**src/rtl/marker_length_frame_decoder_assert.svh**
```systemverilog
// Assertion macros shared by the frame decoder RTL.
`ifndef MARKER_LENGTH_FRAME_DECODER_ASSERT_SVH
`define MARKER_LENGTH_FRAME_DECODER_ASSERT_SVH

// Same-cycle implication, checked on every clock edge outside reset.
`define MLFD_ASSERT_NOW(name, pre, post, msg) \
    name: assert property (@(posedge clk) disable iff (!rst_n) (pre) |-> (post)) \
        else $error(msg);

// Next-cycle implication, checked on every clock edge outside reset.
`define MLFD_ASSERT_NEXT(name, pre, post, msg) \
    name: assert property (@(posedge clk) disable iff (!rst_n) (pre) |=> (post)) \
        else $error(msg);

`endif

```
**src/rtl/mlfd_pkg.sv**
```systemverilog
// Types and constants shared by the marker/length frame decoder modules.
package mlfd_pkg;

    localparam int QUEUE_DEPTH = 4;

    localparam logic [7:0] START_ONE_RESET = 8'd170;
    localparam logic [7:0] START_TWO_RESET = 8'd85;
    localparam logic [7:0] END_ONE_RESET   = 8'd85;
    localparam logic [7:0] END_TWO_RESET   = 8'd170;

    typedef enum logic [1:0] {
        CFG_START_ONE = 2'd0,
        CFG_START_TWO = 2'd1,
        CFG_END_ONE   = 2'd2,
        CFG_END_TWO   = 2'd3
    } mlfd_cfg_t;

    typedef enum logic [2:0] {
        PH_HUNT     = 3'd0,
        PH_LEN_LO   = 3'd1,
        PH_LEN_HI   = 3'd2,
        PH_PAYLOAD  = 3'd3,
        PH_END1     = 3'd4,
        PH_END2     = 3'd5,
        PH_END2_BAD = 3'd6,
        PH_DONE     = 3'd7
    } mlfd_phase_t;

    typedef enum logic [2:0] {
        VERDICT_GOOD       = 3'd0,
        VERDICT_BAD_LENGTH = 3'd1,
        VERDICT_TRUNCATED  = 3'd2,
        VERDICT_BAD_END    = 3'd3,
        VERDICT_NO_START   = 3'd4
    } mlfd_verdict_t;

    typedef enum logic {
        KIND_PAYLOAD = 1'b0,
        KIND_VERDICT = 1'b1
    } mlfd_kind_t;

    typedef struct packed {
        mlfd_kind_t    kind;
        logic [7:0]    payload;
        mlfd_verdict_t verdict;
        logic          done;
    } mlfd_result_t;

    typedef struct packed {
        logic full;
        logic valid;
    } mlfd_q_stat_t;

endpackage

```
**src/rtl/mlfd_front.sv**
```systemverilog
// Front end: marker registers, frame phase tracking and result classification.
module mlfd_front (
    input  logic                  clk,
    input  logic                  rst_n,
    input  logic                  cfg_we,
    input  logic [1:0]            cfg_index,
    input  logic [7:0]            cfg_data,
    input  logic                  s_axis_tvalid,
    output logic                  s_axis_tready,
    input  logic [7:0]            s_axis_tdata,
    input  logic                  s_axis_tlast,
    input  mlfd_pkg::mlfd_q_stat_t q_stat,
    output logic                  push,
    output mlfd_pkg::mlfd_result_t push_data
);

    logic [7:0] start_one_reg;
    logic [7:0] start_two_reg;
    logic [7:0] end_one_reg;
    logic [7:0] end_two_reg;

    mlfd_pkg::mlfd_phase_t phase_reg, phase_next;
    logic        prev_one_reg, prev_one_next;
    logic [7:0]  len_lo_reg, len_lo_next;
    logic [14:0] remaining_reg, remaining_next;

    logic       accept;
    logic       bad_length;
    logic       res_valid;
    logic [7:0] data_byte;
    logic       last;

    assign s_axis_tready = !q_stat.full;
    assign accept        = s_axis_tvalid && s_axis_tready;
    assign data_byte     = s_axis_tdata;
    assign last          = s_axis_tlast;
    assign bad_length    = data_byte[7] || ((data_byte == 8'd0) && (len_lo_reg == 8'd0));
    assign push          = accept && res_valid;

    always_ff @(posedge clk or negedge rst_n)
    begin
        if (!rst_n)
        begin
            start_one_reg <= mlfd_pkg::START_ONE_RESET;
            start_two_reg <= mlfd_pkg::START_TWO_RESET;
            end_one_reg   <= mlfd_pkg::END_ONE_RESET;
            end_two_reg   <= mlfd_pkg::END_TWO_RESET;
        end
        else if (cfg_we)
        begin
            case (mlfd_pkg::mlfd_cfg_t'(cfg_index))
                mlfd_pkg::CFG_START_ONE: start_one_reg <= cfg_data;
                mlfd_pkg::CFG_START_TWO: start_two_reg <= cfg_data;
                mlfd_pkg::CFG_END_ONE:   end_one_reg   <= cfg_data;
                mlfd_pkg::CFG_END_TWO:   end_two_reg   <= cfg_data;
                default:                 start_one_reg <= start_one_reg;
            endcase
        end
    end

    always_ff @(posedge clk or negedge rst_n)
    begin
        if (!rst_n)
        begin
            phase_reg     <= mlfd_pkg::PH_HUNT;
            prev_one_reg  <= 1'b0;
            len_lo_reg    <= 8'd0;
            remaining_reg <= 15'd0;
        end
        else
        begin
            phase_reg     <= phase_next;
            prev_one_reg  <= prev_one_next;
            len_lo_reg    <= len_lo_next;
            remaining_reg <= remaining_next;
        end
    end

    // Every phase returns to hunting with cleared state on the last byte.
    always_comb
    begin
        phase_next     = phase_reg;
        prev_one_next  = prev_one_reg;
        len_lo_next    = len_lo_reg;
        remaining_next = remaining_reg;
        if (accept)
        begin
            case (phase_reg)
                mlfd_pkg::PH_HUNT:
                begin
                    if (prev_one_reg && (data_byte == start_two_reg))
                    begin
                        prev_one_next = 1'b0;
                        phase_next    = mlfd_pkg::PH_LEN_LO;
                    end
                    else
                    begin
                        prev_one_next = (data_byte == start_one_reg);
                    end
                end
                mlfd_pkg::PH_LEN_LO:
                begin
                    len_lo_next = data_byte;
                    phase_next  = mlfd_pkg::PH_LEN_HI;
                end
                mlfd_pkg::PH_LEN_HI:
                begin
                    if (bad_length)
                    begin
                        phase_next = mlfd_pkg::PH_DONE;
                    end
                    else
                    begin
                        remaining_next = {data_byte[6:0], len_lo_reg};
                        phase_next     = mlfd_pkg::PH_PAYLOAD;
                    end
                end
                mlfd_pkg::PH_PAYLOAD:
                begin
                    remaining_next = remaining_reg - 15'd1;
                    if (remaining_reg == 15'd1)
                    begin
                        phase_next = mlfd_pkg::PH_END1;
                    end
                end
                mlfd_pkg::PH_END1:
                begin
                    phase_next = (data_byte == end_one_reg) ? mlfd_pkg::PH_END2
                                                            : mlfd_pkg::PH_END2_BAD;
                end
                mlfd_pkg::PH_END2:     phase_next = mlfd_pkg::PH_DONE;
                mlfd_pkg::PH_END2_BAD: phase_next = mlfd_pkg::PH_DONE;
                mlfd_pkg::PH_DONE:     phase_next = mlfd_pkg::PH_DONE;
                default:               phase_next = mlfd_pkg::PH_HUNT;
            endcase
            if (last)
            begin
                phase_next     = mlfd_pkg::PH_HUNT;
                prev_one_next  = 1'b0;
                len_lo_next    = 8'd0;
                remaining_next = 15'd0;
            end
        end
    end

    always_comb
    begin
        res_valid         = 1'b0;
        push_data.kind    = mlfd_pkg::KIND_VERDICT;
        push_data.payload = 8'd0;
        push_data.verdict = mlfd_pkg::VERDICT_GOOD;
        push_data.done    = 1'b1;
        case (phase_reg)
            mlfd_pkg::PH_HUNT:
            begin
                res_valid         = last;
                push_data.verdict = mlfd_pkg::VERDICT_NO_START;
            end
            mlfd_pkg::PH_LEN_LO:
            begin
                res_valid         = last;
                push_data.verdict = mlfd_pkg::VERDICT_TRUNCATED;
            end
            mlfd_pkg::PH_LEN_HI:
            begin
                res_valid         = bad_length || last;
                push_data.verdict = bad_length ? mlfd_pkg::VERDICT_BAD_LENGTH
                                               : mlfd_pkg::VERDICT_TRUNCATED;
            end
            mlfd_pkg::PH_PAYLOAD:
            begin
                res_valid = 1'b1;
                if (last)
                begin
                    push_data.verdict = mlfd_pkg::VERDICT_TRUNCATED;
                end
                else
                begin
                    push_data.kind    = mlfd_pkg::KIND_PAYLOAD;
                    push_data.payload = data_byte;
                    push_data.done    = 1'b0;
                end
            end
            mlfd_pkg::PH_END1:
            begin
                res_valid         = last;
                push_data.verdict = mlfd_pkg::VERDICT_TRUNCATED;
            end
            mlfd_pkg::PH_END2:
            begin
                res_valid         = 1'b1;
                push_data.verdict = (data_byte == end_two_reg) ? mlfd_pkg::VERDICT_GOOD
                                                               : mlfd_pkg::VERDICT_BAD_END;
            end
            mlfd_pkg::PH_END2_BAD:
            begin
                res_valid         = 1'b1;
                push_data.verdict = mlfd_pkg::VERDICT_BAD_END;
            end
            mlfd_pkg::PH_DONE: res_valid = 1'b0;
            default:           res_valid = 1'b0;
        endcase
    end

endmodule

```
**src/rtl/mlfd_queue.sv**
```systemverilog
// Result queue between the classifying front end and the output stage.
module mlfd_queue #(
    parameter int Depth = mlfd_pkg::QUEUE_DEPTH
) (
    input  logic                   clk,
    input  logic                   rst_n,
    input  logic                   push,
    input  mlfd_pkg::mlfd_result_t push_data,
    input  logic                   pop,
    output mlfd_pkg::mlfd_result_t pop_data,
    output mlfd_pkg::mlfd_q_stat_t q_stat
);

    localparam int PtrW = (Depth > 1) ? $clog2(Depth) : 1;
    localparam int CntW = $clog2(Depth + 1);

    mlfd_pkg::mlfd_result_t mem_reg [Depth];

    logic [PtrW-1:0] wr_ptr_reg, wr_ptr_next;
    logic [PtrW-1:0] rd_ptr_reg, rd_ptr_next;
    logic [CntW-1:0] count_reg, count_next;

    logic do_push;
    logic do_pop;

    assign q_stat.full  = (count_reg == CntW'(Depth));
    assign q_stat.valid = (count_reg != '0);
    assign do_push      = push && !q_stat.full;
    assign do_pop       = pop && q_stat.valid;
    assign pop_data     = mem_reg[rd_ptr_reg];

    always_comb
    begin
        wr_ptr_next = wr_ptr_reg;
        rd_ptr_next = rd_ptr_reg;
        if (do_push)
        begin
            wr_ptr_next = (wr_ptr_reg == PtrW'(Depth - 1)) ? '0 : wr_ptr_reg + 1'b1;
        end
        if (do_pop)
        begin
            rd_ptr_next = (rd_ptr_reg == PtrW'(Depth - 1)) ? '0 : rd_ptr_reg + 1'b1;
        end
        case ({do_push, do_pop})
            2'b10:   count_next = count_reg + 1'b1;
            2'b01:   count_next = count_reg - 1'b1;
            default: count_next = count_reg;
        endcase
    end

    always_ff @(posedge clk or negedge rst_n)
    begin
        if (!rst_n)
        begin
            wr_ptr_reg <= '0;
            rd_ptr_reg <= '0;
            count_reg  <= '0;
        end
        else
        begin
            wr_ptr_reg <= wr_ptr_next;
            rd_ptr_reg <= rd_ptr_next;
            count_reg  <= count_next;
        end
    end

    always_ff @(posedge clk)
    begin
        if (do_push)
        begin
            mem_reg[wr_ptr_reg] <= push_data;
        end
    end

endmodule

```
**src/rtl/mlfd_back.sv**
```systemverilog
// Output stage: registers queued results onto the master stream.
module mlfd_back (
    input  logic                   clk,
    input  logic                   rst_n,
    input  mlfd_pkg::mlfd_q_stat_t q_stat,
    input  mlfd_pkg::mlfd_result_t pop_data,
    output logic                   pop,
    output logic                   m_axis_tvalid,
    input  logic                   m_axis_tready,
    output logic [15:0]            m_axis_tdata,
    output logic                   m_axis_tuser,
    output logic                   m_axis_tlast
);

    logic                   valid_reg, valid_next;
    mlfd_pkg::mlfd_result_t data_reg;
    logic                   load;

    assign load = q_stat.valid && (!valid_reg || m_axis_tready);
    assign pop  = load;

    always_comb
    begin
        if (load)
        begin
            valid_next = 1'b1;
        end
        else if (m_axis_tready)
        begin
            valid_next = 1'b0;
        end
        else
        begin
            valid_next = valid_reg;
        end
    end

    always_ff @(posedge clk or negedge rst_n)
    begin
        if (!rst_n)
        begin
            valid_reg <= 1'b0;
        end
        else
        begin
            valid_reg <= valid_next;
        end
    end

    always_ff @(posedge clk)
    begin
        if (load)
        begin
            data_reg <= pop_data;
        end
    end

    assign m_axis_tvalid = valid_reg;
    assign m_axis_tdata  = {5'd0, data_reg.verdict, data_reg.payload};
    assign m_axis_tuser  = data_reg.kind;
    assign m_axis_tlast  = data_reg.done;

endmodule

```
**src/rtl/marker_length_frame_decoder.sv**
```systemverilog
// Top level of the marker/length frame decoder: front end, result queue and output stage.
//
//   Channel   Dir  Contents
//   s_axis    in   tdata: data_byte[7:0]; tlast: datagram_end
//   m_axis    out  tdata: payload_byte[7:0], verdict[10:8]; tuser: result_kind;
//                  tlast: frame_done
//   cfg       in   cfg_we, cfg_index (register number), cfg_data (8-bit value)
//
// One byte is accepted every cycle while the result queue has room; a result passes through the
// queue and the output register before it appears on m_axis. The front end updates the frame phase once per byte.
// Reset clears the phase, the queue and the output stage and loads the default markers.
// s_axis_tready drops only while the result queue of QueueDepth entries is full.
// A stalled m_axis fills the queue first; bytes that give no result still need a free slot.
module marker_length_frame_decoder #(
    parameter int QueueDepth = mlfd_pkg::QUEUE_DEPTH
) (
    input  logic        clk,
    input  logic        rst_n,
    input  logic        cfg_we,
    input  logic [1:0]  cfg_index,
    input  logic [7:0]  cfg_data,
    input  logic        s_axis_tvalid,
    output logic        s_axis_tready,
    input  logic [7:0]  s_axis_tdata,    // data_byte[7:0]
    input  logic        s_axis_tlast,
    output logic        m_axis_tvalid,
    input  logic        m_axis_tready,
    output logic [15:0] m_axis_tdata,    // payload_byte[7:0], verdict[10:8], zero[15:11]
    output logic        m_axis_tuser,    // result_kind[0]
    output logic        m_axis_tlast
);

    `include "marker_length_frame_decoder_assert.svh"

    mlfd_pkg::mlfd_q_stat_t q_stat;
    mlfd_pkg::mlfd_result_t push_data;
    mlfd_pkg::mlfd_result_t pop_data;
    logic                   push;
    logic                   pop;

    mlfd_front u_front (
        .clk           (clk),
        .rst_n         (rst_n),
        .cfg_we        (cfg_we),
        .cfg_index     (cfg_index),
        .cfg_data      (cfg_data),
        .s_axis_tvalid (s_axis_tvalid),
        .s_axis_tready (s_axis_tready),
        .s_axis_tdata  (s_axis_tdata),
        .s_axis_tlast  (s_axis_tlast),
        .q_stat        (q_stat),
        .push          (push),
        .push_data     (push_data)
    );

    mlfd_queue #(
        .Depth (QueueDepth)
    ) u_queue (
        .clk       (clk),
        .rst_n     (rst_n),
        .push      (push),
        .push_data (push_data),
        .pop       (pop),
        .pop_data  (pop_data),
        .q_stat    (q_stat)
    );

    mlfd_back u_back (
        .clk           (clk),
        .rst_n         (rst_n),
        .q_stat        (q_stat),
        .pop_data      (pop_data),
        .pop           (pop),
        .m_axis_tvalid (m_axis_tvalid),
        .m_axis_tready (m_axis_tready),
        .m_axis_tdata  (m_axis_tdata),
        .m_axis_tuser  (m_axis_tuser),
        .m_axis_tlast  (m_axis_tlast)
    );

    `MLFD_ASSERT_NOW(a_push_has_room, push, !q_stat.full, "result pushed into a full queue")

    `MLFD_ASSERT_NEXT(a_output_fills, q_stat.valid && !m_axis_tvalid, m_axis_tvalid,
        "queued result not moved to an empty output stage")

    `MLFD_ASSERT_NOW(a_payload_fields, m_axis_tvalid && (m_axis_tuser == 1'b0),
        !m_axis_tlast && (m_axis_tdata[10:8] == 3'd0), "payload beat carries verdict fields")

endmodule

```
**config.mk**
```make
export PLATFORM = sky130hd
export DESIGN_NAME = marker_length_frame_decoder
export DESIGN_NICKNAME = d
export VERILOG_FILES = /design/src/rtl/mlfd_pkg.sv /design/src/rtl/mlfd_front.sv /design/src/rtl/mlfd_queue.sv /design/src/rtl/mlfd_back.sv /design/src/rtl/marker_length_frame_decoder.sv
export VERILOG_INCLUDE_DIRS = /design/src /design/src/rtl
export SDC_FILE = /design/constraint.sdc
export NUM_CORES = 1
export LEC_CHECK = 0
export ABC_CLOCK_PERIOD_IN_PS = 3900
export BUFFER_PORTS_ARGS = -buffer_cell sky130_fd_sc_hd__buf_2
export CAP_MARGIN = 20
export CORE_MARGIN = 5
export CORE_UTILIZATION = 44
export DETAILED_ROUTE_END_ITERATION = 8
export GPL_TIMING_DRIVEN = 0
export HOLD_SLACK_MARGIN = 0.15
export SYNTH_ARGS = -nofsm -noshare
export SYNTH_HDL_FRONTEND = slang
export SYNTH_SLANG_ARGS = --single-unit
export TNS_END_PERCENT = 5
```
**constraint.sdc**
```tcl
create_clock -name clk -period 3.9 [get_ports clk]
set_input_delay 0 -clock clk [delete_from_list [all_inputs] [get_ports clk]]
set_output_delay 0 -clock clk [all_outputs]
set_load 0.005 [all_outputs]
```
Word level (Yosys, flattened, before mapping)
Memory sizes are Yosys's and may differ from the RTL's. A register that Yosys moved wholly into a read port is not among the register bits. Index checks and enable logic that the tools add are counted. W data, S select, Z words.

Bits in registers: 67. Memory bits (writable): 52. Bits of input ports: 24. Output and inout bits: 20. Logic and storage cells: 105. Memories kept: 1.

Memory list: u_queue.mem_reg (words 4, bits a word 13, rd ports 1, clocked after Yosys merged registers in 1, wr ports 1, RTL line mlfd_queue.sv:17) `mlfd_pkg::mlfd_result_t mem_reg [Depth];`.

Add/sub/neg operators: 5. Equality and inequality tests: 23. Multiplexer cells: 30. Reduce and logical (&&, ||, !) cells: 34.

Operators with widths (count): $pmux W3 S6 (2); $eq A8 B8 Y1 (4); $mux W15 (2); $pmux W15 S2 (1); $mux W9 (2); $logic_not A8 Y1 (2); $mux W8 (2); $eq A15 B1 Y1 const B (1); $eq A3 B3 Y1 const B (5); $sub A15 B1 Y15 const B (1); $mux W2 (6); $mux W3 (4); $reduce_and A2 Y1 (6); $eq A2 B2 Y1 const B (5); $mux W1 (9); $reduce_or A3 Y1 (3); $reduce_bool A2 Y1 (4); $logic_and A1 B1 Y1 (7); $eq A3 B2 Y1 const B (2); $ne A3 B2 Y1 const B (2); $pmux W3 S2 (1); $reduce_and A3 Y1 (2); $reduce_bool A3 Y1 (2); $add A2 B1 Y2 const B (2); 11 further kinds (15).

Longest topological paths before layout
Gate-level depths: netlist of run 1.

Word-level depth: 9. Gate-level depth with buffers: 11. Depth with buffers taken out: 10.

Hierarchy
A second synthesis of run 1 with hierarchy kept.

Cell total of the unflattened synthesis: 469. Area, all modules: 6179.7 sq um.

Modules (own cells, without submodules): mlfd_front (times used 1, cells an instance 337, area an instance 3370.7 sq um, sequential area each 1496.4 sq um); mlfd_queue (times used 1, cells an instance 109, area an instance 2333.5 sq um, sequential area each 1736.7 sq um); mlfd_back (times used 1, cells an instance 23, area an instance 475.5 sq um, sequential area each 415.4 sq um).

Worst setup path after synthesis of run 1
No wires, ideal clock.

Kind: flip-flop to flip-flop. Start: register u_queue.count_reg[0]. End: register u_queue.count_reg[1]. Setup time: 0.125 ns. Arrival: 2.251 ns. Required time: 3.775 ns. Slack: 1.524 ns. Cell stages (with the launch flop): 6. Buffers on the path: 0. Clock period less this slack: 2.376 ns. Path through: dfrtp_1 > nor3_1 > a21oi_1 > ha_1 > fa_1 > mux2_2.

Elaborated cells between the ends (all ways): 14. Those cells by class: 2 x add/sub; 3 x eq/ne; 1 x mux; 8 x reduce/logical.

RTL lines: start, declared (RTL line mlfd_queue.sv:21) `logic [CntW-1:0] count_reg, count_next;`; start signal, assigned (RTL line mlfd_queue.sv:63) `count_reg <= count_next;`; $reduce_bool A3 Y1 (*) (RTL line mlfd_queue.sv:27) `assign q_stat.valid = (count_reg != '0);`; $logic_and A1 B1 Y1 (*) (RTL line mlfd_back.sv:19) `assign load = q_stat.valid && (!valid_reg || m_axis_tready);`; via pop (RTL line marker_length_frame_decoder.sv:39) `logic pop;`; $logic_and A1 B1 Y1 (*) (RTL line mlfd_queue.sv:29) `assign do_pop = pop && q_stat.valid;`; $eq A2 B1 Y1 or $eq A2 B2 Y1 (tied branches) (RTL line mlfd_queue.sv:44) `case ({do_push, do_pop})`; $pmux W3 S2 (*) (RTL line mlfd_queue.sv:44); via u_queue.count_next[1] (RTL line mlfd_queue.sv:21).

The timed path passes the listed nets; every way through them passes the cells marked *. A chain may end at the register's enable or synchronous reset.

Worst setup path in the final report of run 1
Start: register u_front.len_lo_reg[1]. End: register u_queue.count_reg[2].

Word-level cells in the longest chain between the ends: 9. Elaborated cells between the ends (all ways): 11. Those cells by class: 2 x eq/ne; 2 x mux; 7 x reduce/logical.

Ends and longest elaborated chain: start, declared (RTL line mlfd_front.sv:24) `logic [7:0] len_lo_reg, len_lo_next;`; start signal, assigned (RTL line mlfd_front.sv:74) `len_lo_reg <= len_lo_next;`; $logic_not A8 Y1 (*) (RTL line mlfd_front.sv:37) `assign bad_length = data_byte[7] || ((data_byte == 8'd0) && (len_lo_reg == 8'd0));`; $logic_and A1 B1 Y1 (*) (RTL line mlfd_front.sv:37); $logic_or A1 B1 Y1 (*) (RTL line mlfd_front.sv:37); $logic_or A1 B1 Y1 (*) (RTL line mlfd_front.sv:166) `res_valid = bad_length || last;`; $pmux W1 S4 (*) (RTL line mlfd_front.sv:153) `case (phase_reg)`; $logic_and A1 B1 Y1 (*) (RTL line mlfd_front.sv:38) `assign push = accept && res_valid;`; $logic_and A1 B1 Y1 (*) (RTL line mlfd_queue.sv:28) `assign do_push = push && !q_stat.full;`; $eq A2 B1 Y1 or $eq A2 B2 Y1 (tied branches) (RTL line mlfd_queue.sv:44); $pmux W3 S2 or $reduce_bool A2 Y1 (tied branches).

Mark *: on every way between the ends. The rest lies on a longest branch, timed or not.

==> results.json, run 1 <==
{
  "wl_per_cell_um": 17.17,
  "rr_endpoint": "u_queue.count_reg[2]",
  "cts.sinks": 127,
  "reg2reg_slack_ps": 1250,
  "grt_pass1_vias": 3851,
  "grt_usage_pct": 16.23,
  "dieArea_mm2": 0.01616,
  "yosys_most_used_dff": "edfxtp_1",
  "ys_top_cells_by_count": "60 x edfxtp_1, 51 x dfrtp_1, 37 x mux2_2",
  "synth_top_cells_by_area": "edfxtp_1 30%, dfrtp_1 21%, dfstp_2 7.0%, mux2_2 6.9%, mux4_2 4.5%",
  "p_leak_nw": 2.765,
  "yosys_warnings": 0,
  "reg2regPathDepth": 10,
  "fmax_mhz": 377.0,
  "root_buffer": "clkbuf_16",
  "worstReg2RegStart": "u_front.len_lo_reg[1]",
  "multi_input_area_mm2": 0.002352,
  "cp-start-kind": "flip-flop",
  "min_path_type": "input pin to flip-flop",
  "port_buffers": 30,
  "drive_above_1_share_pct": 29.51,
  "start_util_pct": 45.22,
  "synth_edf_count": 60,
  "synth_top_area_share_pct": 29.85,
  "die_h_um": 127.1,
  "yosysMostFrequentCell": "edfxtp_1",
  "area_growth_syn_to_layout_pct": 19.40,
  "routed_via_density": 5.407,
  "via_count": 3920,
  "clk_latency_ps": 420,
  "async_flop_share_pct": 52.76,
  "relSlewSlack_pct": 38.31,
  "insertedDiodeCount": 0,
  "first_pass_iters": 5,
  "skew_ps": 8.288,
  "max_slew.worst_pin.slew_ps": 917.0,
  "syn_area_mm2": 0.006036,
  "setup_viol": 0,
  "die_w_um": 127.1,
  "cts_setup_buffers": 0,
  "outcome": "finished clean",
  "first_iter_violations": 273,
  "hold_viol": 0,
  "finalSetupTns_ps": 0,
  "whs_path_depth": 4,
  "syn_area_per_cell_um2": 13.09,
  "slew_viol_final": 0,
  "criticalPathCategory": "flip-flop to flip-flop",
  "num_io_pins": 44,
  "core_mm2": 0.01335,
  "min-delay-start": "s_axis_tlast",
  "worstPathMaxFanout": 7,
  "final_area_mm2": 0.007207,
  "grt-ovfl-total": 0,
  "cts_buffers": 17,
  "rsz0062_at_grt": "false",
  "gp_congestion": 0.8494,
  "place_area_mm2": 0.006431,
  "dp_hpwl_um": 8519,
  "layout.nets": 569,
  "grt_first_pass_wirelength_um": 20290,
  "largest_reg_flops": 48,
  "crit_arrival_ps": 2950,
  "clockBufferDepth": 2,
  "clkTransAtPathRegs_ps": 60,
  "final.fill_count": 1160,
  "antenna_found_initial": 0,
  "maxCapViolations": 0,
  "period_needed_ps": 2652,
  "ant_nets": 0,
  "cts_tree": "yes",
  "irDropWorstVdd_mv": 0.2917,
  "synth_cell_type_count": 58,
  "min_to": "u_front.phase_reg[1]",
  "seq_area_mm2": 0.003498,
  "grt_max_degree": 68,
  "rows": 42,
  "synth_top_cell_by_area": "edfxtp_1",
  "htreeDepth": 4,
  "syn_inst": 461,
  "fin_crit_sh_pct": 68.01,
  "ys_seq_area_share_pct": 57.96,
  "power.density_mw_per_mm2": 676.4,
  "drt_drc_violations_left": 0,
  "synth_seq_cells": 127,
  "drt_wl_total_um": 12450,
  "worst_ep_required_time_ps": 4190,
  "crit_path_end_kind": "flip-flop"
}
-- cells in the final DEF, fill, tap and decap left out, types with 3 or more instances in the layout --
master         netlist  final
mux4_2              12     12
nor4_1              10     10
nand2_1             16     16
o21ai_0             30     30
nand4_1              4      4
nor3_1              12     12
clkinvlp_4           0      4
xor2_1              10     10
and2_1              13     13
dfstp_2             16     16
ha_1                 8      8
dfrtp_1             51     51
nand2b_1            14     14
edfxtp_1            60     60
a32oi_1              6      6
a21oi_1             18     18
clkinv_4             0      3
xnor2_1             26     26
dlygate4sd3_1        0     21
clkbuf_16            0     17
buf_4                6      8
o31ai_1              9      9
buf_2               15     44
conb_1               1      5
clkbuf_1             8      9
nor2_1              16     16
inv_1               11     11
mux2_2              37     37
nand3_1              6      6
-- what timing repair did --
| action | 4_1_cts | 5_1_grt |
|---|---|---|
| hold endpoints to repair | 116 | 0 |
| endpoints found under the setup margin | 0 | 0 |
| gates resized for setup | 0 | 0 |
| hold buffers | 21 | 0 |
-- report_power, final --
group,internal [mW],switching (mW),total (mW)
sequential,1.80,0.189,1.99
combinational,0.642,0.755,1.40
clock,0.886,0.599,1.49
-- layer usage --
layer,track usage (%),wire length [um],up-vias
met5,0,0,-
met4,6.498,164,0
met3,3.631,596,15
met2,25.75,6012,109
met1,21.78,5677,1950
li1,-,-,1846
-- logic make-up after synthesis --
| family | after synthesis | synth area share [%] |
|---|---|---|
| compound gates | 85 | 8.997 |
| xor+xnor | 36 | 5.224 |
| fa+ha+maj | 9 | 1.990 |
| buf+inv | 42 | 3.317 |
| flops | 127 | 57.96 |
| mux | 51 | 11.80 |
| other cells | 1 | 0.06213 |
| simple gates | 110 | 10.66 |
-- area by class of cell --
type | instances | area share [%]
Buffer | 31 | 2.205
Clock buffer | 18 | 5.955
Clock inverter | 14 | 1.892
Inverter | 11 | 0.5729
Multi-Input combinational cell | 296 | 32.64
Sequential cell | 127 | 48.54
Tap cell | 176 | 3.056
Timing Repair Buffer | 52 | 5.139
-- worst max-delay path, stage by stage, from the launching register on --
cell and delay, ps:
dfrtp_1 410, nor4_1 280, a41o_1 360, o41ai_1 110, nor2_1 330, inv_1 80
ha_1 230, fa_1 390, xnor2_1 160, nor2_1 60, xor2_1 130
-- worst max-delay path by stage --
stage | startpoint | to
detailed placement | u_front.len_lo_reg[1] | u_queue.count_reg[2]
global placement | u_queue.count_reg[0] | u_queue.count_reg[1]
CTS | u_front.len_lo_reg[1] | u_queue.count_reg[2]
floorplan | u_queue.count_reg[0] | u_queue.count_reg[1]
global route | u_front.len_lo_reg[1] | u_queue.count_reg[2]
finish | u_front.len_lo_reg[1] | u_queue.count_reg[2]
-- stage by stage --
step | total power, mW | setup slack (ps) | utilization, % | cells | hold WS (ps)
6_report | 4.875 | 1248 | 53.99 | 725 | 206.9
4_1_cts | 4.932 | 1231 | 53.99 | 725 | 184.8
3_3_place_gp | 3.357 | 1101 | 48.11 | 671 | 202.6
2_1_floorplan | 3.018 | 1524 | - | 465 | -295.6
3_5_place_dp | 3.412 | 1233 | 48.18 | 672 | 183.7
5_1_grt | 5.163 | 1003 | 53.99 | 725 | 211.1
Power figures use the tool's default switching activity.
==> run 2, diff against run 1 <==
--- a/config.mk
+++ b/config.mk
@@ -6,7 +6,7 @@
 export SDC_FILE = /design/constraint.sdc
 export NUM_CORES = 1
 export LEC_CHECK = 0
-export ABC_CLOCK_PERIOD_IN_PS = 3900
+export ABC_CLOCK_PERIOD_IN_PS = 2700
 export BUFFER_PORTS_ARGS = -buffer_cell sky130_fd_sc_hd__buf_2
 export CAP_MARGIN = 20
 export CORE_MARGIN = 5
==> constraint.sdc (replaced) <==
create_clock -name clk -period 2.7 [get_ports clk]
set_input_delay 0 -clock clk [delete_from_list [all_inputs] [get_ports clk]]
set_output_delay 0 -clock clk [all_outputs]
set_load 0.005 [all_outputs]
==> results.json, run 2 (synthesized netlist as in run 1, its figures left out) <==
{
  "layout.nets": 569,
  "grt_usage_pct": 16.23,
  "maxCapViolations": 0,
  "routed_via_density": 5.374,
  "period_needed_ps": 2478,
  "rsz0062_at_grt": "false",
  "root_buffer": "clkbuf_16",
  "clk_latency_ps": 420,
  "cts_buffers": 17,
  "multi_input_area_mm2": 0.002356,
  "antenna_found_initial": 0,
  "irDropWorstVdd_mv": 0.4223,
  "utilization_pct": 54.03,
  "finalSetupTns_ps": 0,
  "max_slew.worst_pin.slew_ps": 872.7,
  "ant_nets": 0,
  "die_h_um": 127.1,
  "grt_pass1_vias": 3851,
  "final_area_mm2": 0.007212,
  "relSlewSlack_pct": 41.28,
  "criticalPathCategory": "flip-flop to flip-flop",
  "cp-start-kind": "flip-flop",
  "grt_first_pass_wirelength_um": 20290,
  "area_growth_syn_to_layout_pct": 19.49,
  "port_buffers": 30,
  "drt_wl_total_um": 12360,
  "skew_ps": 7.002,
  "dp_hpwl_um": 8519,
  "first_iter_violations": 258,
  "whs_ps": 205.6,
  "drt_drc_violations_left": 0,
  "worstPathMaxFanout": 7,
  "clkTransAtPathRegs_ps": 60,
  "htreeDepth": 4,
  "layout_commonest_cell": "edfxtp_1",
  "final.fill_count": 1158,
  "core_mm2": 0.01335,
  "rows": 42,
  "largest_reg_flops": 48,
  "insertedDiodeCount": 0,
  "grt-ovfl-total": 0,
  "crit_path_end_kind": "flip-flop",
  "cts_tree": "yes",
  "grt_max_degree": 68,
  "slew_viol_final": 0,
  "setup_viol": 0,
  "place_area_mm2": 0.006431,
  "min_path_type": "input pin to flip-flop",
  "start_util_pct": 45.22,
  "wl_per_cell_um": 17.05,
  "power.density_mw_per_mm2": 975.7,
  "crit_arrival_ps": 2770,
  "cts.sinks": 127,
  "hold_viol": 0,
  "via_count": 3896,
  "outcome": "finished clean",
  "clockBufferDepth": 2,
  "first_pass_iters": 5,
  "layout_common_cells": "60 x edfxtp_1, 51 x dfrtp_1, 44 x buf_2",
  "p_leak_nw": 2.767,
  "die_w_um": 127.1,
  "seq_area_mm2": 0.003498,
  "fmax_mhz": 403.5,
  "drive_above_1_share_pct": 30.05,
  "layout_setup_ws_ps": 221.7,
  "fin_crit_sh_pct": 91.79,
  "num_io_pins": 44,
  "place_ws_ps": 33.47,
  "dieArea_mm2": 0.01616,
  "worst_ep_required_time_ps": 3000,
  "gp_congestion": 0.8494
}
==> run 2: changes by cell type in the layout (fill, tap and decap cells not counted) <==
cell,before,now
clkbuf_2,1,2
clkbuf_1,9,8
nor2_2,1,2
nor2_1,16,15
a41o_1,1,0
a41o_2,0,1
==> run 2: through the flow <==
stage / power [mW] / cells
floorplan: 4.360 / 465
detailed placement: 4.928 / 672
finish: 7.037 / 725
global placement: 4.849 / 671
global route: 7.460 / 725
CTS: 7.124 / 725
==> run 2: cell type report <==
type / count / area share [%]
buffer: 31 / 2.221
clock buffer: 18 / 5.951
clock inverter: 14 / 1.891
inverter: 11 / 0.5725
multi-input combinational: 296 / 32.67
sequential: 127 / 48.51
tap: 176 / 3.053
timing repair buffer: 52 / 5.135
==> run 2: what timing repair did <==
item,4_1_cts,5_1_grt
resized for setup,0,4
hold buffers,21,0
setup endpoints to repair,0,2
buffers inserted,0,0
hold endpoints to repair,116,0
==> run 2: worst max-delay path, cell delays in order, from the launching register on <==
cell and delay [ps]:
dfrtp_1 410, nor4_1 280, a41o_2 310, o41ai_1 110, nor2_2 220, inv_1 70
ha_1 220, fa_1 390, xnor2_1 160, nor2_1 60, xor2_1 130
==> run 2: layer usage <==
metal	global-route usage (%)	up-vias	share of wire, %
met4	6.498	0	1.6
met3	3.631	15	4.5
met5	0	-	0
li1	-	1847	-
met1	21.78	1934	46
met2	25.75	100	48
==> run 2: final timing paths <==
path / startpoint / end / slack (ps) / depth (start not counted)
worst max-delay path: u_front.len_lo_reg[1] / u_queue.count_reg[2] / 220 / 10
worst min-delay path: s_axis_tlast / u_front.phase_reg[1] / 210 / 4
worst max register to register: u_front.len_lo_reg[1] / u_queue.count_reg[2] / 220 / 10
worst min register to register: u_queue.count_reg[2] / u_queue.count_reg[2] / 480 / 1
max in group asynchronous: rst_n / u_queue.count_reg[2] / 1890 / 2
min in group asynchronous: rst_n / u_front.remaining_reg[3] / 240 / 2
==> run 2: report_power, final <==
group	leakage (nW)	switching, mW	internal [mW]
sequential	1.37	0.272	2.60
clock	0.267	0.864	1.28
combinational	1.13	1.09	0.929
